`src/rtl/bafc_pkg.sv`:
```
// types and constants of the bus answer frame checker
// no dependencies
`timescale 1ns / 1ps
`default_nettype none

package bafc_pkg;

    localparam int CMD_W     = 8;
    localparam int ADDR_W    = 6;
    localparam int TICK_W    = 16;
    localparam int BYTE_W    = 8;
    localparam int IDX_W     = 6;
    localparam int NIBBLE_W  = 4;
    localparam int CFG_IDX_W = 2;
    localparam int ASYNC_BIT = 6;

    localparam logic [BYTE_W-1:0] START_BYTE = 8'hFF;
    localparam logic [BYTE_W-1:0] CMD_MASK   = 8'hF8;
    localparam logic [TICK_W-1:0] TICK_MAX   = 16'hFFFF;
    localparam logic [TICK_W-1:0] TIMEOUT_RESET = 16'd1000;

    typedef enum logic [1:0] {
        OP_BYTE = 2'd0,
        OP_ARM  = 2'd1,
        OP_TICK = 2'd2
    } op_t;

    typedef enum logic [CFG_IDX_W-1:0] {
        REG_COMMAND = 2'd0,
        REG_ADDRESS = 2'd1,
        REG_TIMEOUT = 2'd2
    } cfg_reg_t;

    typedef enum logic [2:0] {
        ST_PENDING    = 3'd0,
        ST_COMPLETE   = 3'd1,
        ST_NOT_ANSWER = 3'd2,
        ST_WRONG_CMD  = 3'd3,
        ST_WRONG_ADDR = 3'd4,
        ST_DEV_ERROR  = 3'd5,
        ST_TOO_LONG   = 3'd6,
        ST_TIMEOUT    = 3'd7
    } status_t;

    typedef struct packed {
        logic [IDX_W-1:0]    byte_index;
        logic [BYTE_W-1:0]   answer_byte;
        logic                byte_stored;
        logic [NIBBLE_W-1:0] device_error;
        status_t             status;
    } result_t;

endpackage

`default_nettype wire

```
`src/rtl/bafc_check.sv`:
```
// frame check: config registers, wait/frame state and the per-word decision
// depends on bafc_pkg
`timescale 1ns / 1ps
`default_nettype none

module bafc_check #(
    parameter int MAX_LEN = 32
) (
    input  wire logic                            aclk,
    input  wire logic                            aresetn,
    input  wire logic                            cfg_wr_en,
    input  wire logic [bafc_pkg::CFG_IDX_W-1:0]  cfg_addr,
    input  wire logic [bafc_pkg::TICK_W-1:0]     cfg_wdata,
    input  wire logic                            in_acc,
    input  wire logic [1:0]                      in_op,
    input  wire logic [bafc_pkg::BYTE_W-1:0]     in_byte,
    output bafc_pkg::result_t                    res
);

    localparam int POS_W = $clog2(MAX_LEN + 1);
    localparam logic [POS_W-1:0] POS_LIMIT = POS_W'(MAX_LEN);

    logic [bafc_pkg::CMD_W-1:0]  command_reg;
    logic [bafc_pkg::ADDR_W-1:0] address_reg;
    logic [bafc_pkg::TICK_W-1:0] timeout_reg;

    logic                        waiting_reg,  waiting_next;
    logic                        in_frame_reg, in_frame_next;
    logic [POS_W-1:0]            pos_reg,      pos_next;
    logic [bafc_pkg::TICK_W-1:0] elapsed_reg,  elapsed_next;
    logic [bafc_pkg::TICK_W-1:0] elapsed_inc;
    bafc_pkg::status_t           err;
    bafc_pkg::op_t               op;

    assign op = bafc_pkg::op_t'(in_op);

    always_ff @(posedge aclk) begin
        if (!aresetn) begin
            command_reg <= '0;
            address_reg <= '0;
            timeout_reg <= bafc_pkg::TIMEOUT_RESET;
        end else if (cfg_wr_en) begin
            case (bafc_pkg::cfg_reg_t'(cfg_addr))
                bafc_pkg::REG_COMMAND: command_reg <= cfg_wdata[bafc_pkg::CMD_W-1:0];
                bafc_pkg::REG_ADDRESS: address_reg <= cfg_wdata[bafc_pkg::ADDR_W-1:0];
                bafc_pkg::REG_TIMEOUT: timeout_reg <= cfg_wdata;
                default: ;
            endcase
        end
    end

    always_ff @(posedge aclk) begin
        if (!aresetn) begin
            waiting_reg  <= 1'b0;
            in_frame_reg <= 1'b0;
            pos_reg      <= '0;
            elapsed_reg  <= '0;
        end else if (in_acc) begin
            waiting_reg  <= waiting_next;
            in_frame_reg <= in_frame_next;
            pos_reg      <= pos_next;
            elapsed_reg  <= elapsed_next;
        end
    end

    assign elapsed_inc = (elapsed_reg == bafc_pkg::TICK_MAX) ? elapsed_reg
                                                             : elapsed_reg + 1'b1;

    // header checks on body bytes 0 and 1
    always_comb begin
        err = bafc_pkg::ST_PENDING;
        if (pos_reg == '0) begin
            if (in_byte[0])
                err = bafc_pkg::ST_NOT_ANSWER;
            else if (!command_reg[bafc_pkg::ASYNC_BIT] &&
                     ((command_reg & bafc_pkg::CMD_MASK) != (in_byte & bafc_pkg::CMD_MASK)))
                err = bafc_pkg::ST_WRONG_CMD;
        end else if (pos_reg == POS_W'(1)) begin
            if (in_byte[bafc_pkg::ADDR_W-1:0] != address_reg)
                err = bafc_pkg::ST_WRONG_ADDR;
        end
    end

    always_comb begin
        waiting_next  = waiting_reg;
        in_frame_next = in_frame_reg;
        pos_next      = pos_reg;
        elapsed_next  = elapsed_reg;
        res           = '0;
        res.status    = bafc_pkg::ST_PENDING;
        case (op)
            bafc_pkg::OP_ARM: begin
                waiting_next  = 1'b1;
                in_frame_next = 1'b0;
                pos_next      = '0;
                elapsed_next  = '0;
            end
            bafc_pkg::OP_TICK: begin
                if (waiting_reg) begin
                    elapsed_next = elapsed_inc;
                    if (elapsed_inc >= timeout_reg) begin
                        res.status    = bafc_pkg::ST_TIMEOUT;
                        waiting_next  = 1'b0;
                        in_frame_next = 1'b0;
                        pos_next      = '0;
                    end
                end
            end
            bafc_pkg::OP_BYTE: begin
                if (waiting_reg) begin
                    if (!in_frame_reg) begin
                        if (in_byte == bafc_pkg::START_BYTE) begin
                            in_frame_next = 1'b1;
                            pos_next      = '0;
                        end
                    end else if (pos_reg < POS_LIMIT) begin
                        if (err != bafc_pkg::ST_PENDING) begin
                            res.status    = err;
                            waiting_next  = 1'b0;
                            in_frame_next = 1'b0;
                            pos_next      = '0;
                        end else begin
                            res.byte_stored = 1'b1;
                            res.answer_byte = in_byte;
                            res.byte_index  = bafc_pkg::IDX_W'(pos_reg);
                            pos_next        = pos_reg + 1'b1;
                            // end marker counts only from body byte 2 on
                            if (pos_reg >= POS_W'(2) && in_byte[bafc_pkg::BYTE_W-1]) begin
                                if (in_byte[bafc_pkg::NIBBLE_W-1:0] != '0) begin
                                    res.status       = bafc_pkg::ST_DEV_ERROR;
                                    res.device_error = in_byte[bafc_pkg::NIBBLE_W-1:0];
                                end else begin
                                    res.status = bafc_pkg::ST_COMPLETE;
                                end
                                waiting_next  = 1'b0;
                                in_frame_next = 1'b0;
                            end
                        end
                    end else begin
                        res.status    = bafc_pkg::ST_TOO_LONG;
                        waiting_next  = 1'b0;
                        in_frame_next = 1'b0;
                        pos_next      = '0;
                    end
                end
            end
            default: ;
        endcase
    end

endmodule

`default_nettype wire

```
`src/rtl/bafc_skid.sv`:
```
// result register with a skid stage so the input keeps flowing under stall until both hold a word
// depends on bafc_pkg
`timescale 1ns / 1ps
`default_nettype none

module bafc_skid (
    input  wire logic        aclk,
    input  wire logic        aresetn,
    input  wire logic        in_valid,
    output logic             in_ready,
    input  wire bafc_pkg::result_t in_data,
    output logic             out_valid,
    input  wire logic        out_ready,
    output bafc_pkg::result_t out_data
);

    logic              out_valid_reg,  out_valid_next;
    logic              skid_valid_reg, skid_valid_next;
    bafc_pkg::result_t out_data_reg,   out_data_next;
    bafc_pkg::result_t skid_data_reg,  skid_data_next;
    logic              in_acc;

    assign in_ready  = !skid_valid_reg;
    assign in_acc    = in_valid && in_ready;
    assign out_valid = out_valid_reg;
    assign out_data  = out_data_reg;

    always_comb begin
        out_valid_next  = out_valid_reg;
        out_data_next   = out_data_reg;
        skid_valid_next = skid_valid_reg;
        skid_data_next  = skid_data_reg;
        if (!out_valid_reg || out_ready) begin
            // output slot frees up: skid word goes first
            out_valid_next  = skid_valid_reg || in_acc;
            out_data_next   = skid_valid_reg ? skid_data_reg : in_data;
            skid_valid_next = 1'b0;
        end else if (in_acc) begin
            skid_valid_next = 1'b1;
            skid_data_next  = in_data;
        end
    end

    always_ff @(posedge aclk) begin
        if (!aresetn) begin
            out_valid_reg  <= 1'b0;
            skid_valid_reg <= 1'b0;
        end else begin
            out_valid_reg  <= out_valid_next;
            skid_valid_reg <= skid_valid_next;
        end
    end

    always_ff @(posedge aclk) begin
        out_data_reg  <= out_data_next;
        skid_data_reg <= skid_data_next;
    end

endmodule

`default_nettype wire

```
`src/rtl/bus_answer_frame_checker_core.sv`:
```
// Bus answer frame checker, top level.
// Input stream: one word per item; s_tuser is the operation (received byte,
// arm, tick) and s_tdata the received byte. Every accepted word yields exactly
// one result word on the m_ side: status, device error nibble, and, when the
// byte became part of the answer body, the byte and its index (m_tuser set).
// Arm starts a wait, bytes before the 0xFF start byte are dropped, header
// bytes are checked against the command and address registers, and ticks
// count toward the timeout register.
// The result of an accepted word is registered in the result register, or in the
// skid stage while the receiver stalls. Throughput: one word per cycle while
// s_tready is high; the decision is a single compare stage on the current byte and the frame position register.
// Stall: a result register plus a skid stage; s_tready drops only once both
// hold a word the receiver has not taken.
// Reset (aresetn low, synchronous): no wait active, position and tick count
// cleared, registers back to command 0, address 0, timeout 1000 ticks.
// User rule, not enforced by the block: write configuration through cfg_wr_en/cfg_addr/cfg_wdata only while idle.
`timescale 1ns / 1ps
`default_nettype none

module bus_answer_frame_checker_core #(
    parameter int MAX_LEN = 32
) (
    input  wire logic        aclk,
    input  wire logic        aresetn,
    input  wire logic        cfg_wr_en,
    input  wire logic [1:0]  cfg_addr,
    input  wire logic [15:0] cfg_wdata,
    input  wire logic        s_tvalid,
    output logic             s_tready,
    input  wire logic [7:0]  s_tdata,   // rx_byte[7:0]
    input  wire logic [1:0]  s_tuser,   // operation[1:0]
    output logic             m_tvalid,
    input  wire logic        m_tready,
    output logic [23:0]      m_tdata,   // status[2:0], device_error[6:3],
                                        // answer_byte[14:7], byte_index[20:15], zero
    output logic             m_tuser    // byte_stored
);

    bafc_pkg::result_t chk_res;
    bafc_pkg::result_t out_res;
    logic              in_acc;

    assign in_acc = s_tvalid && s_tready;

    bafc_check #(
        .MAX_LEN (MAX_LEN)
    ) u_check (
        .aclk      (aclk),
        .aresetn   (aresetn),
        .cfg_wr_en (cfg_wr_en),
        .cfg_addr  (cfg_addr),
        .cfg_wdata (cfg_wdata),
        .in_acc    (in_acc),
        .in_op     (s_tuser),
        .in_byte   (s_tdata),
        .res       (chk_res)
    );

    bafc_skid u_skid (
        .aclk      (aclk),
        .aresetn   (aresetn),
        .in_valid  (s_tvalid),
        .in_ready  (s_tready),
        .in_data   (chk_res),
        .out_valid (m_tvalid),
        .out_ready (m_tready),
        .out_data  (out_res)
    );

    assign m_tdata = {3'b000, out_res.byte_index, out_res.answer_byte,
                      out_res.device_error, out_res.status};
    assign m_tuser = out_res.byte_stored;

endmodule

`default_nettype wire

```
`config.mk`:
```
export PLATFORM = sky130hd
export DESIGN_NAME = bus_answer_frame_checker_core
export DESIGN_NICKNAME = d
export VERILOG_FILES = /design/src/rtl/bafc_pkg.sv /design/src/rtl/bafc_check.sv /design/src/rtl/bafc_skid.sv /design/src/rtl/bus_answer_frame_checker_core.sv
export SDC_FILE = /design/constraint.sdc
export NUM_CORES = 1
export LEC_CHECK = 0
export ABC_AREA = 0
export BUFFER_PORTS_ARGS = -buffer_cell sky130_fd_sc_hd__clkbuf_2
export CORE_MARGIN = 2
export CORE_UTILIZATION = 53
export DETAILED_ROUTE_END_ITERATION = 10
export PLACE_DENSITY_LB_ADDON = 0.25
export SYNTH_ARGS = -nofsm -noshare
export SYNTH_HDL_FRONTEND = slang
export SYNTH_SLANG_ARGS = --single-unit
export TNS_END_PERCENT = 30
```
`constraint.sdc`:
```
create_clock -name aclk -period 3.4 [get_ports aclk]
set_clock_uncertainty 0.1 [all_clocks]
set_input_delay 0.68 -clock aclk [delete_from_list [all_inputs] [get_ports aclk]]
set_output_delay 0.68 -clock aclk [all_outputs]
set_load 0.01 [all_outputs]
```
# Word level (Yosys, flattened, before mapping)
# Index checks and enable logic that the tools add are counted.
# totals
reg_bits	100
input_bits	33
out_inout_bits	27
word_cells	107
# op_classes
add_sub_neg	2
magnitude_cmp	3
n_eq_ne	13
mux	44
bitwise	2
n_reduce_logical	24
# op_table
cell	n
$mux 22	3
$mux 19	3
$mux 6	7
$mux 16	2
$pmux 16 s2	1
$mux 3	9
$pmux 6 s3	1
$add 16x1->16 const B	1
$eq 16x16->1 const B	1
$ge 16x16->1	1
$mux 1	12
$reduce_and 2->1	5
$eq 8x8->1 const B	1
$mux 7	1
$add 6x1->6 const B	1
$eq 6x1->1 const B	1
$ge 6x2->1 const B	1
$logic_not 6->1	1
$lt 6x6->1 const B	1
$ne 2x1->1 const B	3
$ne 6x6->1	1
$pmux 1 s3	2
$pmux 3 s2	1
$reduce_and 6->1	1
other kinds (17)	27

# Depth between registers and ports, before layout
# Gate-level depths: netlist (run 1).
# depth
ltp_word	12
mapped_depth	14

# Hierarchy
# From an unflattened synthesis (run 1), not the netlist that was laid out.
# unflattened
hier_cells	496
area_unflattened_um2	5126.2
# by_module_without_submodules
mod	instances	cells_each	area_per_inst_um2	seq_area_each_um2
bafc_check	1	414	3330.7	1021.0
bafc_skid	1	77	1762.9	1361.3
bus_answer_frame_checker_core	1	5	32.5	0.0

# Least setup slack after synthesis (run 1)
# No wires, ideal clock.
# synth_path
path_kind	reg2reg
startpoint	register u_check.elapsed_reg[1] in the netlist's numbering
endpoint	register u_skid.out_data_reg (netlist bit u_skid.out_data[1]) (data pin)
t_arrival_ns	3.109
required_ns	3.040
slack_ns	-0.069
stages_incl_launch_ff	14
cell_sequence	dfxtp_1 ha_1 nand3_1 nor4_1 nand3_1 nor3_1 a21oi_1 ha_1 nand2_1 a21oi_1 a221o_1 a21oi_1 o21ai_0 mux2_2
# synth_lines
item	line	rtl
start: declaration	bafc_check.sv:30	logic [bafc_pkg::TICK_W-1:0] elapsed_reg, elapsed_next;
start signal: assignment	bafc_check.sv:62	elapsed_reg <= elapsed_next;
end signal: assignment	bafc_skid.sv:55	out_data_reg <= out_data_next;
end: declaration	bafc_skid.sv:19	bafc_pkg::result_t out_data_reg, out_data_next;

# Worst setup path in the final report (run 1)
# layout_path
startpoint	register u_check.elapsed_reg[7] in the netlist's numbering
endpoint	register u_check.pos_reg[0]
# layout_via
elab_chain_len	5
word_cells_on_any_way	6
cone_classes	add/sub (1); order compare (1); eq/ne (2); mux (1); reduce/logical (1)
# layout_rtl
item	line	rtl
$add 16x1->16 or $eq 16x16->1 (tied branches)	bafc_check.sv:67, bafc_check.sv:66	
$mux 16 (*)	bafc_check.sv:66	assign elapsed_inc = (elapsed_reg == bafc_pkg::TICK_MAX) ? elapsed_reg
$ge 16x16->1 (*)	bafc_check.sv:101	if (elapsed_inc >= timeout_reg) begin
$ne 2x1->1 (no line) (*)	--	
$reduce_and 6->1 (no line) (*)	--	
end signal: assignment	bafc_check.sv:61	pos_reg <= pos_next;
end: declaration	bafc_check.sv:29	logic [POS_W-1:0] pos_reg, pos_next;
# Every way passes the cells marked *; elsewhere a longest branch is shown, timed or not.
# A chain may end at the register's enable or synchronous reset.

==> results.md, run 1 <==
* total wire length after detailed routing: 11,900 um
* amount of wire on met2 after detailed routing: 6120 um
* TritonCTS clock tree: built
* smallest setup slack after layout: -0.0367 ns
* number of cells traversed by the worst hold path: 2
* Worst VDD drop: 0.187 mV
* Final TNS setup: -0.0367 ns
* setup repair after global routing missed its margin: yes
* critical path endpoint category: register
* Detail Route met3 WL: 592 um
* most frequent cells after synthesis: dfxtp_1 (53), nand2_1 (49), edfxtp_1 (44), nor2_1 (34), inv_1 (26)
* critical path's top delay family: simple AND/OR/NAND/NOR gates
* timing-limited maximum frequency: 291 MHz
* row cnt: 35
* Max H-tree Level: 3
* Pwr Density: 362 mW/mm2
* slew at the pin with the worst max-slew slack: 0.978 ns
* Pins Over Slew Limit: 0
* maximum buffer depth of the clock tree: 2
* delay contributed by the slowest stage of the critical path: 0.50 ns
* total global routing track utilization: 0.232
* global route total overflow: 0
* Final ANT Viol Nets: 0
* Seq cells post-synth: 97
* area taken by flip-flops and latches: 0.00239 mm2
* cell accounting for the most synthesized area: edfxtp_1
* type of origin of the critical path: register
* Area growth syn-to-layout: 22.8%
* total of hold buffers inserted after clock tree synthesis: 0
* number of distinct library cells after synthesis: 66
* antenna diode count: 0
* Slew headroom: 0.347
* clock latency reported for the late side of the worst-skew pair: 0.37 ns
* register-to-register setup slack: -0.04 ns
* height of the chip: 101 um
* EDFF count, synth: 44
* startpoint of the most critical register-to-register path: u_check.elapsed_reg[7]
* final routed DRC violation total: 0
* top sig layer: met4
* Chip Width: 101 um
* depth of the most critical reg-to-reg path: 16
* launching instance or port of the critical path: u_check.elapsed_reg[7]
* largest net degree at the start of global routing: 32
* Primary FF master, synth: dfxtp_1
* footprint of the multi-input gates: 0.00261 mm2
* average cell area after synthesis: 10.0 um2
* vias per cell: 5.92
* most repeated cell in the gate-level netlist after synthesis: dfxtp_1
* global-route wire length before repair: 18,700 um
* classification of the worst-slack hold path: register to register
* CP max-delay cell: or4_1
* via count of the first global-routing pass: 3,934
* Period minus WS final: 3.44 ns
* number of design-rule violations left by the first detailed-router iteration: 139
* via count: 4,210
* I/O Buffers: 56
* CP Buf/Inv Count: 4
* final number of setup-violating endpoints: 1
* peak fanout along the critical path: 4
* final critical-path share of the clock period: 1.01
* total die area: 0.0102 mm2
* number of clock buffers inserted by TritonCTS: 9
* fin nets: 649
* estimated wirelength of the detail-placed design: 8280 um
* cells along the critical path: nand3_4 > buf_4 > nor4_4 > buf_4 > nand3_2 > nor3_4 > a21oi_1 > ha_1 > nand2_1 > a21oi_1 > a221o_1 > buf_6 > a2111oi_4 > buf_2 > or4_1 > a21oi_1
* clock slew seen by the registers of the worst setup and hold paths: 0.10 ns
* root buffer selected by CTS: clkbuf_8
* number of warning messages in the yosys log: 0
* violated checks: negative setup slack
* Final Hold Vio Count: 0
* fraction of synthesized cell area taken by the top area cell type: 0.264
* most area-consuming cells after synthesis: edfxtp_1 (26%), dfxtp_1 (21%), ha_1 (5.3%)
* metal1 wirelength: 4870 um
* starting density of the core: 0.543
* Post-Syn Instances: 498
* dominant cell type by count on the critical path: a21oi_1
* status: complete, but fails checks
* fraction of final layout cells with drive strength greater than 1: 0.330
* critical path class: register to register
* Levels on crit path: 16
* required time at the worst-slack endpoint: 3.60 ns
* number of antenna violations at the first check in global routing: 0
* number of iterations in the first detailed-routing pass: 5
* core region area: 0.00920 mm2
* CP arrival: 3.64 ns
* routability congestion estimate from global placement: 0.920
* Tot Pwr: 2.22 mW
* leakage: 2.60 nW
* Top Ports: 60
* sequential element share of the synthesized area: 0.477
* number of clock sinks seen by CTS: 97
* share of flip-flops with an asynchronous set or reset after synthesis: 0
* critical path capture point: u_check.pos_reg[0]
* Max Cap Viol: 0
* detail-routed net length per standard cell: 16.7 um
* layout filler cell count: 743
* Netlist Area Pre-Place: 0.00500 mm2
* reg2reg end: u_check.pos_reg[0]
==> worst min-delay path by stage <==
| stage | start | to | slack, ns |
|---|---|---|---|
| 5_1_grt | u_check.timeout_reg[12] | u_check.timeout_reg[12] | 0.39 |
| 2_1_floorplan | u_check.timeout_reg[10] | u_check.timeout_reg[10] | 0.34 |
| 6_report | u_check.timeout_reg[10] | u_check.timeout_reg[10] | 0.36 |
| 3_3_place_gp | u_check.timeout_reg[10] | u_check.timeout_reg[10] | 0.35 |
| 3_5_place_dp | u_check.timeout_reg[10] | u_check.timeout_reg[10] | 0.35 |
| 4_1_cts | u_check.timeout_reg[10] | u_check.timeout_reg[10] | 0.36 |
==> cell type report <==
cell class | instances | area share
Clock inverter | 7 | 0.0122
Clock buffer | 9 | 0.0202
Inverter | 26 | 0.0159
Tap cell | 111 | 0.0226
Timing Repair Buffer | 110 | 0.113
Sequential cell | 97 | 0.390
Multi-Input combinational cell | 351 | 0.426
==> placed cells by master, fill, tap and decap left out, types with 15 or more instances in the layout <==
| cell | netlist | routed |
|---|---|---|
| ha_1 | 21 | 20 |
| nand2_1 | 49 | 47 |
| a21oi_1 | 25 | 20 |
| nor2_1 | 34 | 32 |
| o21ai_0 | 24 | 23 |
| buf_4 | 3 | 50 |
| edfxtp_1 | 44 | 44 |
| dfxtp_1 | 53 | 48 |
| xor2_1 | 15 | 15 |
| mux2_2 | 23 | 23 |
| clkbuf_2 | 1 | 56 |
| inv_1 | 26 | 26 |
==> layer usage <==
layer	vias up	global-route usage
li1	2007	-
met1	2020	0.291
met2	155	0.399
met3	28	0.0416
met4	0	0.0842
met5	-	0
==> tightest hold or removal path, cell delays in order, from the launching register on <==
cell     delay [ns]
dfxtp_1        0.32
nand2_1        0.05
a21oi_1        0.05
==> through the flow <==
step	hold slack, ns	worst slack [ns]	cells	cell area [um2]	utilization
2_1_floorplan	0.336	-0.0282	501	5020	-
3_3_place_gp	0.346	-0.0582	688	5670	0.617
3_5_place_dp	0.350	-0.179	688	5670	0.617
4_1_cts	0.363	0.00187	705	5910	0.643
5_1_grt	0.388	-0.207	711	6130	0.667
6_report	0.360	-0.0367	711	6130	0.667
==> timing repair <==
item / CTS / global route
endpoints found under the setup margin: 7 / 12
gates resized for setup: 9 / 39
pin swaps: 6 / 26
gates cloned: 0 / 1
setup buffers: 1 / 5
==> report_power, final <==
group	internal, mW	switching [mW]
logic	0.0696	0.116
registers	1.25	0.0157
clock network	0.347	0.425
==> cell families (layout without fill, tap and decap cells) <==
kind of cell / after synthesis / count (layout) / share of synthesized area
AO/OA/AOI/OAI: 107 / 107 / 0.148
XOR/XNOR: 21 / 21 / 0.0368
adder cells (fa/ha/maj): 21 / 21 / 0.0526
buffers and inverters: 53 / 152 / 0.0443
flip-flops: 97 / 97 / 0.477
multiplexers: 34 / 34 / 0.0739
other: 1 / 4 / 0.000750
AND/OR/NAND/NOR: 164 / 164 / 0.167
Power figures use the tool's default switching activity.
==> run 2: changes to the inputs <==
==> constraint.sdc (replaced) <==
create_clock -name aclk -period 3.4 [get_ports aclk]
set_clock_uncertainty 0.1 [all_clocks]
set_input_delay 0.34 -clock aclk [delete_from_list [all_inputs] [get_ports aclk]]
set_output_delay 0.34 -clock aclk [all_outputs]
set_load 0.01 [all_outputs]
==> results.md, run 2 (synthesized netlist as in run 1, its figures left out) <==
* Area growth syn-to-layout: 21.8%
* Detail Route met3 WL: 555 um
* total global routing track utilization: 0.228
* total wire length after detailed routing: 11,800 um
* vias per cell: 5.80
* register-to-register setup slack: -0.08 ns
* Max H-tree Level: 3
* fraction of final layout cells with drive strength greater than 1: 0.330
* root buffer selected by CTS: clkbuf_8
* starting density of the core: 0.543
* required time at the worst-slack endpoint: 3.61 ns
* Max Cap Viol: 0
* final critical-path share of the clock period: 1.02
* row cnt: 35
* type of origin of the critical path: register
* total of hold buffers inserted after clock tree synthesis: 0
* smallest setup slack after layout: -0.0790 ns
* routability congestion estimate from global placement: 0.875
* estimated wirelength of the detail-placed design: 8090 um
* area taken by flip-flops and latches: 0.00239 mm2
* Place WS: -0.210 ns
* critical path class: register to register
* layout filler cell count: 725
* critical path endpoint category: register
* Final TNS setup: -0.298 ns
* via count of the first global-routing pass: 3,891
* amount of wire on met2 after detailed routing: 5920 um
* Slew headroom: 0.0939
* number of clock sinks seen by CTS: 97
* commonest cells after routing, fill and taps aside: clkbuf_2 (56), buf_4 (50), dfxtp_1 (47), nand2_1 (45), edfxtp_1 (44)
* global-route wire length before repair: 18,500 um
* Non-Filler Cell Area, Final: 0.00608 mm2
* largest net degree at the start of global routing: 32
* timing-limited maximum frequency: 287 MHz
* fin nets: 649
* CP arrival: 3.69 ns
* Final ANT Viol Nets: 0
* maximum buffer depth of the clock tree: 2
* number of design-rule violations left by the first detailed-router iteration: 187
* antenna diode count: 0
* violated checks: negative setup slack
* Pins Over Slew Limit: 0
* TritonCTS clock tree: built
* footprint of the multi-input gates: 0.00258 mm2
* leakage: 2.56 nW
* number of clock buffers inserted by TritonCTS: 9
* status: complete, but fails checks
* number of antenna violations at the first check in global routing: 0
* Worst VDD drop: 0.181 mV
* final number of setup-violating endpoints: 5
* global route total overflow: 0
* peak fanout along the critical path: 6
* top sig layer: met4
* total die area: 0.0102 mm2
* Chip Width: 101 um
* number of iterations in the first detailed-routing pass: 5
* Final Hold Vio Count: 0
* Pwr Density: 358 mW/mm2
* I/O Buffers: 56
* Tot Pwr: 2.18 mW
* clock latency reported for the late side of the worst-skew pair: 0.38 ns
* Layout Cells excl Fill: 711
* core region area: 0.00920 mm2
* Top Ports: 60
* placed cells: 687
* detail-routed net length per standard cell: 16.7 um
* slew at the pin with the worst max-slew slack: 1.35 ns
* metal1 wirelength: 5040 um
* clock slew seen by the registers of the worst setup and hold paths: 0.10 ns
* height of the chip: 101 um
* Period minus WS final: 3.48 ns
* via count: 4,125
* DP Area: 0.00566 mm2
* classification of the worst-slack hold path: primary input to register
* setup repair after global routing missed its margin: yes
* final routed DRC violation total: 0
* most common cell after layout, fill and taps aside: clkbuf_2
[run 2: routing by layer]
layer | GRT usage | vias to the layer above
met2 | 0.384 | 154
met1 | 0.290 | 1937
met4 | 0.104 | 0
met3 | 0.0340 | 36
met5 | 0 | -
li1 | - | 1998
[run 2: path summary, 6_finish.rpt]
path,from,endpoint,depth (start not counted)
max,u_check.elapsed_reg[0],u_check.pos_reg[5],16
max reg2reg,u_check.elapsed_reg[0],u_check.pos_reg[5],16
min reg2reg,u_check.timeout_reg[1],u_check.timeout_reg[1],2
min,cfg_wdata[13],u_check.timeout_reg[13],3
[run 2: worst max-delay path, cell delays in order (launching register included)]
cell and delay [ns]:
dfxtp_2 0.36, buf_6 0.11, nand4_1 0.16, nor3_1 0.21, a21boi_2 0.20, buf_4 0.15
nand3_4 0.07, xnor2_2 0.14, ha_1 0.32, nand2_2 0.09, o211ai_1 0.09, a221o_1 0.41
buf_6 0.15, a2111oi_4 0.36, buf_4 0.23, o21ai_2 0.07, a21oi_2 0.18
[run 2: metrics by stage]
step	utilization	hold WS, ns
2_1_floorplan	-	0.336
3_3_place_gp	0.616	0.346
3_5_place_dp	0.616	0.350
4_1_cts	0.640	0.0605
5_1_grt	0.662	0.0773
6_report	0.662	0.0714
[run 2: power breakdown]
| part | switching [mW] | internal (mW) |
|---|---|---|
| combinational | 0.117 | 0.0691 |
| sequential | 0.0154 | 1.25 |
| clock | 0.449 | 0.280 |
[run 2: layout make-up]
class | instances | share of cell area
Multi-Input combinational cell | 351 | 0.424
Tap cell | 111 | 0.0228
Clock buffer | 9 | 0.0204
Timing Repair Buffer | 110 | 0.114
Clock inverter | 7 | 0.0101
Inverter | 26 | 0.0160
Sequential cell | 97 | 0.393
[run 2: timing repair]
action                                  CTS  global route
gates cloned                              0             1
gates resized for setup                   8            40
endpoints found under the setup margin    8             9
pin swaps                                 1            19
buffers inserted                          1             7
